==> src/design/bgsc_pkg.sv <==
package bgsc_pkg;

  // field widths
  localparam int unsigned CmdW    = 2;
  localparam int unsigned WordW   = 16;
  localparam int unsigned ChgW    = 27;
  localparam int unsigned CurW    = 27;
  localparam int unsigned VoltW   = 24;
  localparam int unsigned TempW   = 16;
  localparam int unsigned PctW    = 7;
  localparam int unsigned AvgW    = 27;
  localparam int unsigned CountW  = 32;

  // configuration register widths, indexes and reset values
  localparam int unsigned ResW     = 10;
  localparam int unsigned MvW      = 14;
  localparam int unsigned CfgIdxW  = 2;
  localparam int unsigned CfgDataW = 14;

  localparam logic [CfgIdxW-1:0] CfgIdxRes   = 2'd0;
  localparam logic [CfgIdxW-1:0] CfgIdxEmpty = 2'd1;
  localparam logic [CfgIdxW-1:0] CfgIdxFull  = 2'd2;

  localparam logic [ResW-1:0] ResReset   = 10'd100;
  localparam logic [MvW-1:0]  EmptyReset = 14'd3000;
  localparam logic [MvW-1:0]  FullReset  = 14'd4200;

  // commands carried by an input word
  localparam logic [CmdW-1:0] CmdSample = 2'd0;
  localparam logic [CmdW-1:0] CmdRebase = 2'd1;
  localparam logic [CmdW-1:0] CmdClear  = 2'd2;

  // scale factors
  localparam logic [12:0] ChargeFactor  = 13'd6700;
  localparam logic [13:0] CurrentFactor = 14'd11770;
  localparam logic [11:0] UvPerCount    = 12'd2440;
  localparam logic [9:0]  UvPerMv       = 10'd1000;
  localparam logic [PctW-1:0] PctFull   = 7'd100;

  // internal widths
  localparam int unsigned UvW     = 24;
  localparam int unsigned ChgProdW = 28;
  localparam int unsigned CurProdW = 29;
  localparam int unsigned SumW    = 59;

  // serial divider
  localparam int unsigned DivNumW = 60;
  localparam int unsigned DivDenW = 32;
  localparam int unsigned DivQW   = 29;
  localparam int unsigned DivCntW = 5;

  localparam logic [DivCntW-1:0] QbitsChg = 5'd28;
  localparam logic [DivCntW-1:0] QbitsCur = 5'd29;
  localparam logic [DivCntW-1:0] QbitsPct = 5'd7;
  localparam logic [DivCntW-1:0] QbitsAvg = 5'd27;

  typedef enum logic [1:0] {
    OP_CHG,
    OP_CUR,
    OP_PCT,
    OP_AVG
  } div_op_e;

  typedef struct packed {
    logic    load;
    logic    start;
    div_op_e op;
    logic    update;
    logic    out_load;
  } ctrl_cmd_t;

endpackage

==> src/design/bgsc_div.sv <==
module bgsc_div (
  input  logic                                clk_i,
  input  logic                                rst_ni,
  input  logic                                start_i,
  input  logic [bgsc_pkg::DivNumW-1:0]        num_i,
  input  logic [bgsc_pkg::DivDenW-1:0]        den_i,
  input  logic [bgsc_pkg::DivCntW-1:0]        qbits_i,
  output logic                                done_o,
  output logic [bgsc_pkg::DivQW-1:0]          quot_o
);

  logic                             busy_q, busy_d;
  logic                             done_q, done_d;
  logic [bgsc_pkg::DivCntW-1:0]     cnt_q, cnt_d;
  logic [bgsc_pkg::DivNumW-1:0]     rem_q, rem_d;
  logic [bgsc_pkg::DivNumW-1:0]     dsh_q, dsh_d;
  logic [bgsc_pkg::DivQW-1:0]       quot_q, quot_d;
  logic                             ge;

  // restoring division, one quotient bit per cycle, msb first
  // caller guarantees num < den * 2^qbits
  assign ge = (rem_q >= dsh_q);

  always_comb begin
    busy_d = busy_q;
    done_d = 1'b0;
    cnt_d  = cnt_q;
    rem_d  = rem_q;
    dsh_d  = dsh_q;
    quot_d = quot_q;
    if (start_i) begin
      busy_d = 1'b1;
      cnt_d  = qbits_i;
      rem_d  = num_i;
      dsh_d  = bgsc_pkg::DivNumW'(den_i) << (qbits_i - 5'd1);
      quot_d = '0;
    end else if (busy_q) begin
      rem_d  = ge ? (rem_q - dsh_q) : rem_q;
      dsh_d  = dsh_q >> 1;
      quot_d = {quot_q[bgsc_pkg::DivQW-2:0], ge};
      cnt_d  = cnt_q - 5'd1;
      if (cnt_q == 5'd1) begin
        busy_d = 1'b0;
        done_d = 1'b1;
      end
    end
  end

  always_ff @(posedge clk_i or negedge rst_ni) begin
    if (!rst_ni) begin
      busy_q <= 1'b0;
      done_q <= 1'b0;
      cnt_q  <= '0;
    end else begin
      busy_q <= busy_d;
      done_q <= done_d;
      cnt_q  <= cnt_d;
    end
  end

  always_ff @(posedge clk_i) begin
    rem_q  <= rem_d;
    dsh_q  <= dsh_d;
    quot_q <= quot_d;
  end

  assign done_o = done_q;
  assign quot_o = quot_q;

endmodule

==> src/design/bgsc_datapath.sv <==
module bgsc_datapath (
  input  logic                                   clk_i,
  input  logic                                   rst_ni,
  input  bgsc_pkg::ctrl_cmd_t                    cmd_i,
  output logic                                   div_done_o,
  input  logic                                   cfg_we_i,
  input  logic [bgsc_pkg::CfgIdxW-1:0]           cfg_idx_i,
  input  logic [bgsc_pkg::CfgDataW-1:0]          cfg_wdata_i,
  input  logic [bgsc_pkg::CmdW-1:0]              cmd_word_i,
  input  logic signed [bgsc_pkg::WordW-1:0]      charge_word_i,
  input  logic signed [bgsc_pkg::WordW-1:0]      current_word_i,
  input  logic [bgsc_pkg::WordW-1:0]             voltage_word_i,
  input  logic signed [bgsc_pkg::WordW-1:0]      temperature_word_i,
  output logic signed [bgsc_pkg::ChgW-1:0]       charge_uah_o,
  output logic signed [bgsc_pkg::CurW-1:0]       current_ua_o,
  output logic [bgsc_pkg::VoltW-1:0]             voltage_uv_o,
  output logic signed [bgsc_pkg::TempW-1:0]      temperature_eighths_o,
  output logic [bgsc_pkg::PctW-1:0]              charge_percent_o,
  output logic signed [bgsc_pkg::AvgW-1:0]       average_current_ua_o,
  output logic [bgsc_pkg::CountW-1:0]            samples_counted_o
);

  // configuration
  logic [bgsc_pkg::ResW-1:0] res_q;
  logic [bgsc_pkg::MvW-1:0]  empty_q;
  logic [bgsc_pkg::MvW-1:0]  full_q;
  logic [bgsc_pkg::ResW-1:0] res_eff;

  // latched word
  logic [bgsc_pkg::CmdW-1:0]         cmd_q;
  logic                              chg_neg_q;
  logic                              cur_neg_q;
  logic [bgsc_pkg::ChgProdW-1:0]     chg_prod_q;
  logic [bgsc_pkg::CurProdW-1:0]     cur_prod_q;
  logic [bgsc_pkg::UvW-1:0]          volt_uv_q;
  logic [bgsc_pkg::UvW-1:0]          empty_uv_q;
  logic [bgsc_pkg::UvW-1:0]          full_uv_q;
  logic signed [bgsc_pkg::TempW-1:0] temp_q;
  logic [bgsc_pkg::WordW-1:0]        chg_mag;
  logic [bgsc_pkg::WordW-1:0]        cur_mag;

  // gauge state
  logic signed [31:0]                ref_q;
  logic signed [bgsc_pkg::ChgW-1:0]  last_rel_q;
  logic signed [bgsc_pkg::SumW-1:0]  sum_q;
  logic [bgsc_pkg::CountW-1:0]       total_q;

  // per-word results
  logic signed [bgsc_pkg::ChgW-1:0]  charge_q;
  logic signed [bgsc_pkg::CurW-1:0]  current_q;
  logic [bgsc_pkg::PctW-1:0]         pct_q;
  logic signed [bgsc_pkg::AvgW-1:0]  avg_q;

  // divider
  bgsc_pkg::div_op_e                 op_q;
  logic [bgsc_pkg::DivNumW-1:0]      div_num;
  logic [bgsc_pkg::DivDenW-1:0]      div_den;
  logic [bgsc_pkg::DivCntW-1:0]      div_qbits;
  logic                              div_done;
  logic [bgsc_pkg::DivQW-1:0]        div_quot;

  logic [bgsc_pkg::UvW-1:0]          volt_above;
  logic [30:0]                       pct_num;
  logic [bgsc_pkg::SumW-1:0]         sum_mag;
  logic signed [29:0]                quot_signed;
  logic signed [33:0]                chg_diff;
  logic signed [32:0]                rebase_sum;
  logic signed [bgsc_pkg::SumW-1:0]  sum_next;
  logic                              pct_low;
  logic                              pct_high;

  function automatic logic signed [26:0] sat27(input logic signed [33:0] v);
    logic signed [26:0] r;
    if (v > 34'sd67108863) begin
      r = 27'sd67108863;
    end else if (v < -34'sd67108864) begin
      r = -27'sd67108864;
    end else begin
      r = v[26:0];
    end
    return r;
  endfunction

  // a zero resistance counts as one milliohm
  assign res_eff = (res_q == '0) ? 10'd1 : res_q;

  assign chg_mag = charge_word_i[15] ? (~charge_word_i + 16'd1) : charge_word_i;
  assign cur_mag = current_word_i[15] ? (~current_word_i + 16'd1) : current_word_i;

  always_ff @(posedge clk_i or negedge rst_ni) begin
    if (!rst_ni) begin
      res_q   <= bgsc_pkg::ResReset;
      empty_q <= bgsc_pkg::EmptyReset;
      full_q  <= bgsc_pkg::FullReset;
    end else if (cfg_we_i) begin
      case (cfg_idx_i)
        bgsc_pkg::CfgIdxRes:   res_q   <= cfg_wdata_i[bgsc_pkg::ResW-1:0];
        bgsc_pkg::CfgIdxEmpty: empty_q <= cfg_wdata_i;
        bgsc_pkg::CfgIdxFull:  full_q  <= cfg_wdata_i;
        default: ;
      endcase
    end
  end

  always_ff @(posedge clk_i) begin
    if (cmd_i.load) begin
      cmd_q      <= cmd_word_i;
      chg_neg_q  <= charge_word_i[15];
      cur_neg_q  <= current_word_i[15];
      chg_prod_q <= bgsc_pkg::ChgProdW'(chg_mag * bgsc_pkg::ChargeFactor);
      cur_prod_q <= bgsc_pkg::CurProdW'(cur_mag * bgsc_pkg::CurrentFactor);
      volt_uv_q  <= bgsc_pkg::UvW'(voltage_word_i[11:0] * bgsc_pkg::UvPerCount);
      empty_uv_q <= bgsc_pkg::UvW'(empty_q * bgsc_pkg::UvPerMv);
      full_uv_q  <= bgsc_pkg::UvW'(full_q * bgsc_pkg::UvPerMv);
      temp_q     <= temperature_word_i;
    end
  end

  // divider operand selection
  assign volt_above = volt_uv_q - empty_uv_q;
  assign pct_num    = 31'(volt_above * bgsc_pkg::PctFull);
  assign sum_mag    = sum_q[bgsc_pkg::SumW-1] ? (~sum_q + 59'd1) : sum_q;

  always_comb begin
    case (cmd_i.op)
      bgsc_pkg::OP_CHG: begin
        div_num   = bgsc_pkg::DivNumW'(chg_prod_q);
        div_den   = bgsc_pkg::DivDenW'(res_eff);
        div_qbits = bgsc_pkg::QbitsChg;
      end
      bgsc_pkg::OP_CUR: begin
        div_num   = bgsc_pkg::DivNumW'(cur_prod_q);
        div_den   = bgsc_pkg::DivDenW'(res_eff);
        div_qbits = bgsc_pkg::QbitsCur;
      end
      bgsc_pkg::OP_PCT: begin
        div_num   = bgsc_pkg::DivNumW'(pct_num);
        div_den   = bgsc_pkg::DivDenW'(full_uv_q - empty_uv_q);
        div_qbits = bgsc_pkg::QbitsPct;
      end
      bgsc_pkg::OP_AVG: begin
        div_num   = bgsc_pkg::DivNumW'(sum_mag);
        div_den   = total_q;
        div_qbits = bgsc_pkg::QbitsAvg;
      end
      default: begin
        div_num   = '0;
        div_den   = '0;
        div_qbits = '0;
      end
    endcase
  end

  bgsc_div u_div (
    .clk_i   (clk_i),
    .rst_ni  (rst_ni),
    .start_i (cmd_i.start),
    .num_i   (div_num),
    .den_i   (div_den),
    .qbits_i (div_qbits),
    .done_o  (div_done),
    .quot_o  (div_quot)
  );

  assign div_done_o = div_done;

  always_ff @(posedge clk_i) begin
    if (cmd_i.start) begin
      op_q <= cmd_i.op;
    end
  end

  // sign restore and saturation of the quotient
  always_comb begin
    quot_signed = 30'(div_quot);
    case (op_q)
      bgsc_pkg::OP_CHG: quot_signed = chg_neg_q ? -quot_signed : quot_signed;
      bgsc_pkg::OP_CUR: quot_signed = cur_neg_q ? -quot_signed : quot_signed;
      bgsc_pkg::OP_AVG: quot_signed = sum_q[bgsc_pkg::SumW-1] ? -quot_signed : quot_signed;
      default: ;
    endcase
  end

  assign chg_diff = {{4{quot_signed[29]}}, quot_signed} - {{2{ref_q[31]}}, ref_q};

  always_ff @(posedge clk_i) begin
    if (div_done) begin
      case (op_q)
        bgsc_pkg::OP_CHG: charge_q  <= sat27(chg_diff);
        bgsc_pkg::OP_CUR: current_q <= sat27({{4{quot_signed[29]}}, quot_signed});
        bgsc_pkg::OP_PCT: pct_q     <= div_quot[bgsc_pkg::PctW-1:0];
        bgsc_pkg::OP_AVG: avg_q     <= quot_signed[bgsc_pkg::AvgW-1:0];
        default: ;
      endcase
    end
  end

  assign rebase_sum = {{6{last_rel_q[26]}}, last_rel_q} + {ref_q[31], ref_q};
  assign sum_next   = sum_q + {{(bgsc_pkg::SumW-bgsc_pkg::CurW){current_q[26]}}, current_q};

  always_ff @(posedge clk_i or negedge rst_ni) begin
    if (!rst_ni) begin
      ref_q      <= '0;
      last_rel_q <= '0;
      sum_q      <= '0;
      total_q    <= '0;
    end else if (cmd_i.update) begin
      case (cmd_q)
        bgsc_pkg::CmdSample: begin
          last_rel_q <= charge_q;
          if (total_q != '1) begin
            sum_q   <= sum_next;
            total_q <= total_q + 32'd1;
          end
        end
        bgsc_pkg::CmdRebase: begin
          if (rebase_sum[32] != rebase_sum[31]) begin
            ref_q <= rebase_sum[32] ? 32'sh8000_0000 : 32'sh7fff_ffff;
          end else begin
            ref_q <= rebase_sum[31:0];
          end
          last_rel_q <= '0;
          sum_q      <= '0;
          total_q    <= '0;
        end
        bgsc_pkg::CmdClear: begin
          ref_q   <= '0;
          sum_q   <= '0;
          total_q <= '0;
        end
        default: ;
      endcase
    end
  end

  // empty test first so inverted limits never use the quotient
  assign pct_low  = (volt_uv_q <= empty_uv_q);
  assign pct_high = (volt_uv_q >= full_uv_q);

  always_ff @(posedge clk_i) begin
    if (cmd_i.out_load) begin
      if (cmd_q == bgsc_pkg::CmdSample) begin
        charge_uah_o          <= charge_q;
        current_ua_o          <= current_q;
        voltage_uv_o          <= volt_uv_q;
        temperature_eighths_o <= temp_q;
        if (pct_low) begin
          charge_percent_o <= '0;
        end else if (pct_high) begin
          charge_percent_o <= bgsc_pkg::PctFull;
        end else begin
          charge_percent_o <= pct_q;
        end
      end else begin
        charge_uah_o          <= '0;
        current_ua_o          <= '0;
        voltage_uv_o          <= '0;
        temperature_eighths_o <= '0;
        charge_percent_o      <= '0;
      end
      average_current_ua_o <= (total_q == '0) ? '0 : avg_q;
      samples_counted_o    <= total_q;
    end
  end

endmodule

==> src/design/bgsc_ctrl.sv <==
module bgsc_ctrl (
  input  logic                 clk_i,
  input  logic                 rst_ni,
  input  logic                 in_valid_i,
  output logic                 in_stall_o,
  output logic                 out_valid_o,
  input  logic                 out_stall_i,
  input  logic                 div_done_i,
  output bgsc_pkg::ctrl_cmd_t  cmd_o
);

  localparam logic [2:0] StIdle = 3'd0;
  localparam logic [2:0] StLoad = 3'd1;
  localparam logic [2:0] StChg  = 3'd2;
  localparam logic [2:0] StCur  = 3'd3;
  localparam logic [2:0] StUpd  = 3'd4;
  localparam logic [2:0] StPct  = 3'd5;
  localparam logic [2:0] StAvg  = 3'd6;
  localparam logic [2:0] StFin  = 3'd7;

  logic [2:0] state_q, state_d;
  logic       out_valid_q, out_valid_d;
  logic       out_free;

  assign out_free = !out_valid_q || !out_stall_i;

  always_comb begin
    state_d       = state_q;
    cmd_o         = '0;
    cmd_o.op      = bgsc_pkg::OP_CHG;
    out_valid_d   = out_valid_q && out_stall_i;
    case (state_q)
      StIdle: begin
        if (in_valid_i) begin
          cmd_o.load = 1'b1;
          state_d    = StLoad;
        end
      end
      StLoad: begin
        cmd_o.start = 1'b1;
        cmd_o.op    = bgsc_pkg::OP_CHG;
        state_d     = StChg;
      end
      StChg: begin
        if (div_done_i) begin
          cmd_o.start = 1'b1;
          cmd_o.op    = bgsc_pkg::OP_CUR;
          state_d     = StCur;
        end
      end
      StCur: begin
        if (div_done_i) begin
          state_d = StUpd;
        end
      end
      StUpd: begin
        cmd_o.update = 1'b1;
        cmd_o.start  = 1'b1;
        cmd_o.op     = bgsc_pkg::OP_PCT;
        state_d      = StPct;
      end
      StPct: begin
        if (div_done_i) begin
          cmd_o.start = 1'b1;
          cmd_o.op    = bgsc_pkg::OP_AVG;
          state_d     = StAvg;
        end
      end
      StAvg: begin
        if (div_done_i) begin
          state_d = StFin;
        end
      end
      StFin: begin
        // wait here while the previous word is still held
        if (out_free) begin
          cmd_o.out_load = 1'b1;
          out_valid_d    = 1'b1;
          state_d        = StIdle;
        end
      end
      default: begin
        state_d = StIdle;
      end
    endcase
  end

  always_ff @(posedge clk_i or negedge rst_ni) begin
    if (!rst_ni) begin
      state_q     <= StIdle;
      out_valid_q <= 1'b0;
    end else begin
      state_q     <= state_d;
      out_valid_q <= out_valid_d;
    end
  end

  assign in_stall_o  = (state_q != StIdle);
  assign out_valid_o = out_valid_q;

endmodule

==> src/design/battery_gauge_sample_converter.sv <==
// words are converted one at a time: a new word is taken only once the previous one
// has been loaded into the output register, which waits while a finished word is still stalled
// conversion uses the shared serial divider, one quotient bit per cycle over
// four divisions (charge, current, state of charge, average) of 28+29+7+27 bits
// reset: asynchronous, active low; clears charge reference, current sum and count,
// loads the default configuration and clears the output valid flag
module battery_gauge_sample_converter (
  input  logic                                   clk_i,
  input  logic                                   rst_ni,
  input  logic                                   cfg_we_i,
  input  logic [bgsc_pkg::CfgIdxW-1:0]           cfg_idx_i,
  input  logic [bgsc_pkg::CfgDataW-1:0]          cfg_wdata_i,
  input  logic                                   in_valid_i,
  output logic                                   in_stall_o,
  input  logic [bgsc_pkg::CmdW-1:0]              cmd_i,
  input  logic signed [bgsc_pkg::WordW-1:0]      charge_word_i,
  input  logic signed [bgsc_pkg::WordW-1:0]      current_word_i,
  input  logic [bgsc_pkg::WordW-1:0]             voltage_word_i,
  input  logic signed [bgsc_pkg::WordW-1:0]      temperature_word_i,
  output logic                                   out_valid_o,
  input  logic                                   out_stall_i,
  output logic signed [bgsc_pkg::ChgW-1:0]       charge_uah_o,
  output logic signed [bgsc_pkg::CurW-1:0]       current_ua_o,
  output logic [bgsc_pkg::VoltW-1:0]             voltage_uv_o,
  output logic signed [bgsc_pkg::TempW-1:0]      temperature_eighths_o,
  output logic [bgsc_pkg::PctW-1:0]              charge_percent_o,
  output logic signed [bgsc_pkg::AvgW-1:0]       average_current_ua_o,
  output logic [bgsc_pkg::CountW-1:0]            samples_counted_o
);

  bgsc_pkg::ctrl_cmd_t ctrl_cmd;
  logic                div_done;

  bgsc_ctrl u_ctrl (
    .clk_i       (clk_i),
    .rst_ni      (rst_ni),
    .in_valid_i  (in_valid_i),
    .in_stall_o  (in_stall_o),
    .out_valid_o (out_valid_o),
    .out_stall_i (out_stall_i),
    .div_done_i  (div_done),
    .cmd_o       (ctrl_cmd)
  );

  bgsc_datapath u_dp (
    .clk_i                 (clk_i),
    .rst_ni                (rst_ni),
    .cmd_i                 (ctrl_cmd),
    .div_done_o            (div_done),
    .cfg_we_i              (cfg_we_i),
    .cfg_idx_i             (cfg_idx_i),
    .cfg_wdata_i           (cfg_wdata_i),
    .cmd_word_i            (cmd_i),
    .charge_word_i         (charge_word_i),
    .current_word_i        (current_word_i),
    .voltage_word_i        (voltage_word_i),
    .temperature_word_i    (temperature_word_i),
    .charge_uah_o          (charge_uah_o),
    .current_ua_o          (current_ua_o),
    .voltage_uv_o          (voltage_uv_o),
    .temperature_eighths_o (temperature_eighths_o),
    .charge_percent_o      (charge_percent_o),
    .average_current_ua_o  (average_current_ua_o),
    .samples_counted_o     (samples_counted_o)
  );

  // the datapath latches a word exactly when the input side completes a handshake
  a_load_on_accept: assert property (@(posedge clk_i) disable iff (!rst_ni)
    ctrl_cmd.load == (in_valid_i && !in_stall_o))
    else $error("word latch out of step with input handshake");

  a_busy_after_accept: assert property (@(posedge clk_i) disable iff (!rst_ni)
    (in_valid_i && !in_stall_o) |=> in_stall_o)
    else $error("input not held off after accepting a word");

  a_div_not_instant: assert property (@(posedge clk_i) disable iff (!rst_ni)
    ctrl_cmd.start |=> !div_done)
    else $error("divider finished in the cycle after start");

  a_avg_zero_count: assert property (@(posedge clk_i) disable iff (!rst_ni)
    (out_valid_o && samples_counted_o == '0) |-> average_current_ua_o == '0)
    else $error("average reported with no samples counted");

endmodule

==> config.mk <==
export PLATFORM = sky130hd
export DESIGN_NAME = battery_gauge_sample_converter
export DESIGN_NICKNAME = d
export VERILOG_FILES = /design/src/design/bgsc_pkg.sv /design/src/design/bgsc_div.sv /design/src/design/bgsc_datapath.sv /design/src/design/bgsc_ctrl.sv /design/src/design/battery_gauge_sample_converter.sv
export SDC_FILE = /design/constraint.sdc
export NUM_CORES = 2
export LEC_CHECK = 0
export ABC_AREA = 1
export BUFFER_PORTS_ARGS = -buffer_cell sky130_fd_sc_hd__buf_2
export CAP_MARGIN = 20
export CELL_PAD_IN_SITES_DETAIL_PLACEMENT = 1
export CELL_PAD_IN_SITES_GLOBAL_PLACEMENT = 1
export CORE_MARGIN = 10
export CORE_UTILIZATION = 30
export CTS_CLUSTER_DIAMETER = 200
export CTS_CLUSTER_SIZE = 25
export DETAILED_ROUTE_END_ITERATION = 7
export PLACE_DENSITY = 0.52
export SKIP_CTS_REPAIR_TIMING = 1
export SLEW_MARGIN = 20
export SYNTH_ARGS = -nofsm -noshare
export SYNTH_HDL_FRONTEND = slang
export SYNTH_SLANG_ARGS = --single-unit
export TNS_END_PERCENT = 20
==> constraint.sdc <==
create_clock -name clk_i -period 12.1 [get_ports clk_i]
set_input_delay 2.42 -clock clk_i [delete_from_list [all_inputs] [get_ports clk_i]]
set_output_delay 2.42 -clock clk_i [all_outputs]
set_load 0.005 [all_outputs]
==> reports/results.ini <==
[worst_hold_path]
worstHoldEndpoint=u_dp.pct_q[1]
holdCritStartpoint=u_dp.u_div.quot_o[1]
hold_depth=0
hold_class=register to register

[worst_setup_path]
critPathArrivalTime_ns=8.95
worstSetupEndpointType=register
criticalPathCategory=input pin to register
path_max_fanout=9
regToRegSetupSlack_ns=5.59
worst_r2r_startpoint=u_dp.empty_uv_q[3]
startpoint_type=input pin
worstRegToRegCells=27
required_ns=12.54
rr_endpoint=u_dp.u_div.rem_q[30]

[die]
pin_count=249
dieArea_sq_um=234900
initial_core_util_pct=30.18
die_y_um=484.7
rows=170
dieWidth_um=484.7
core_area_sq_um=214600

[power_and_ir_drop]
p_per_area_nw_per_um2=206.4
worst_ir_drop_vdd_uv=279.4
p_total_w=0.01454
p_leak_nw=33.62

[logic_synthesis]
synth_area_per_cell_sq_um=7.866
synth_top_area_share_pct=23.36
yosys-top-cells-count=nand2_1, inv_1, nor2_1
yosysSeqAreaShare_pct=31.98
syn_inst=8235
ys_seq_elements=732
netlist_area_sq_um=64770
synth_edf_count=504
yosys_most_used_dff=edfxtp_1
yosysWarnings=0
ys_async_sr_fraction_pct=27.19
synth.most_common_cell=nand2_1
ys_types=70
synthTopCellsByArea=edfxtp_1, ha_1, nand2_1, fa_1, inv_1
yosysTopAreaCell=edfxtp_1

[sta]
rsz0062_at_grt=no
worst_pin_slew_ns=1.068
timing.final.crit_share_pct=70.29
final-hold-violation-count=0
setup_viol=0
fin_crit_ns=8.505
fmax_mhz=117.6
tns_ns=0
maxSlewViolCount=0
max_slew_margin_pct=28.77
clock_skew_ns=0.05724

[run]
maxCapViolCount=0

[global_routing]
grt_pass1_vias=58580
antenna_found_initial=3
grt_pass1_wl_um=375400
grt_max_degree=84
grt_overflow=0
grt_util_all_layers_pct=20.56

[clocking]
htree_levels=2
cts_buffer_depth=3
cts.clk_slew.worst_paths_ns=0.11
cts_buffers=36
ctsRootBufferMaster=clkbuf_16
worstSkewPairLatency_ns=0.72
clock_sinks=732
cts_tree=built

[place]
hpwl_um=207900
port_buffers=241
routabilityCongestion=0.9066

[detailed_routing]
drtIter0Drc=3359
dr.pass1.iters=6
routed_wl_um=248600
vias_per_cell=4.995
drc_errors=0
avgRoutedWirePerCell_um=22.06
route.antenna.remaining_nets=0
vias=56290

[layout]
final_nets=9416
syn2layout_area_growth_pct=8.758
seqCellArea_sq_um=20710
drive_gt1_share_pct=5.458
multi_input_area_sq_um=38120
fillers=25890

[status]
run_status=finished clean

-- stage by stage --
step | utilization, % | hold WS (ns) | setup WS (ns) | instance area [sq um] | instances
final | 32.82 | 0.4445 | 3.595 | 70450 | 11270
after global routing | 32.82 | 0.4788 | 2.949 | 70440 | 11270
after CTS | 32.80 | 0.4481 | 3.548 | 70390 | 11260
after detailed placement | 32.29 | 0.4217 | 2.798 | 69290 | 11200
after global placement | 32.28 | 0.4259 | 2.904 | 69280 | 11200
after floorplan | - | 0.4082 | 1.577 | 64780 | 8237
-- sequential cells by signal, summed over array words and instances, names as in the netlist, 16 cells and up --
register and count:
u_dp.ref_q 32, u_dp.temp_q 16, u_dp.full_uv_q 21, u_dp.samples_counted_o 32, u_dp.cur_prod_q 28, u_dp.empty_uv_q 21, u_dp.charge_uah_o 27, u_dp.last_rel_q 27
u_dp.current_ua_o 27, u_dp.charge_q 27, u_dp.chg_prod_q 26, u_dp.average_current_ua_o 27, u_dp.u_div.rem_q 60, u_dp.voltage_uv_o 21, u_dp.u_div.quot_o 29, u_dp.avg_q 27
u_dp.u_div.dsh_q 60, u_dp.current_q 27, u_dp.total_q 32, u_dp.sum_q 59, u_dp.volt_uv_q 21, u_dp.temperature_eighths_o 16
-- worst max-delay path, stage by stage --
cell,delay [ns]
buf_2,0.19
inv_1,0.09
ha_1,0.17
nand3_1,0.12
nor3_1,0.21
nand3_1,0.11
nand2_1,0.15
o21ai_0,0.13
xor2_1,0.74
inv_1,0.25
fa_1,0.56
inv_1,0.06
fa_1,0.52
fa_1,0.45
fa_1,0.55
inv_1,0.05
fa_1,0.53
inv_1,0.04
ha_1,0.38
nand2_1,0.13
nor4_1,0.48
nand4_1,0.18
nand3_1,0.16
a31oi_1,0.10
xor2_1,0.16
-- layout by cell type (no fill, tap or decap), types with 73 or more instances in the layout --
cell type | netlist | routed
inv_1 | 1399 | 1397
xnor2_1 | 73 | 73
nor2_1 | 687 | 680
o21ai_0 | 529 | 529
fa_1 | 280 | 280
nand2_1 | 1679 | 1677
nor3_1 | 108 | 108
edfxtp_1 | 504 | 504
dfrtp_1 | 185 | 184
buf_2 | 41 | 240
xor2_1 | 179 | 176
ha_1 | 645 | 641
nand4_1 | 110 | 110
nand3_1 | 567 | 567
a21oi_1 | 528 | 527
-- layer usage --
layer / wire length (um) / share of wire [%] / GRT usage [%]
met1: 120800 / 49 / 29.04
met2: 117700 / 47 / 35.01
met3: 5959 / 2.4 / 1.388
met4: 4084 / 1.6 / 3.261
met5: 0 / 0 / 0
-- worst max path at each step --
stage                            startpoint                            to  slack (ns)
final                     current_word_i[0]           u_dp.cur_prod_q[28]        3.60
after detailed placement  current_word_i[0]           u_dp.cur_prod_q[28]        2.80
after floorplan                 out_stall_i  u_dp.average_current_ua_o[0]        1.58
after global placement    current_word_i[0]           u_dp.cur_prod_q[28]        2.90
after CTS                 current_word_i[0]           u_dp.cur_prod_q[28]        3.55
after global routing      current_word_i[0]           u_dp.cur_prod_q[28]        2.95
-- kinds of logic (layout without fill, tap and decap cells) --
kind of cell	count (synthesis)	count (layout)	synth area share, %
and+or+nand+nor	3303	3303	21.60
buffers and inverters	1578	1769	9.345
AOI/OAI and AO/OA	1441	1441	12.49
adders and majority gates	925	925	21.11
DFF	732	732	31.98
xor gates and xnor gates	253	253	3.432
muxes	2	2	0.03091
other	1	6	0.005789
-- power breakdown --
group          internal (W)  switching, W  total [W]
Clock              0.000594      0.000958    0.00155
Combinational       0.00347       0.00593    0.00940
Sequential          0.00345      0.000135    0.00358
-- layout make-up --
class / instances / share of cell area, %
multi-input cells: 5927 / 54.12
well taps: 2838 / 5.040
diodes: 3 / 0.01066
inverters: 1409 / 7.509
clock inverters: 6 / 0.1368
clock buffers: 56 / 1.416
flip-flops and latches: 732 / 29.40
repair buffers: 298 / 2.368
(Power assumes the default switching activity.)
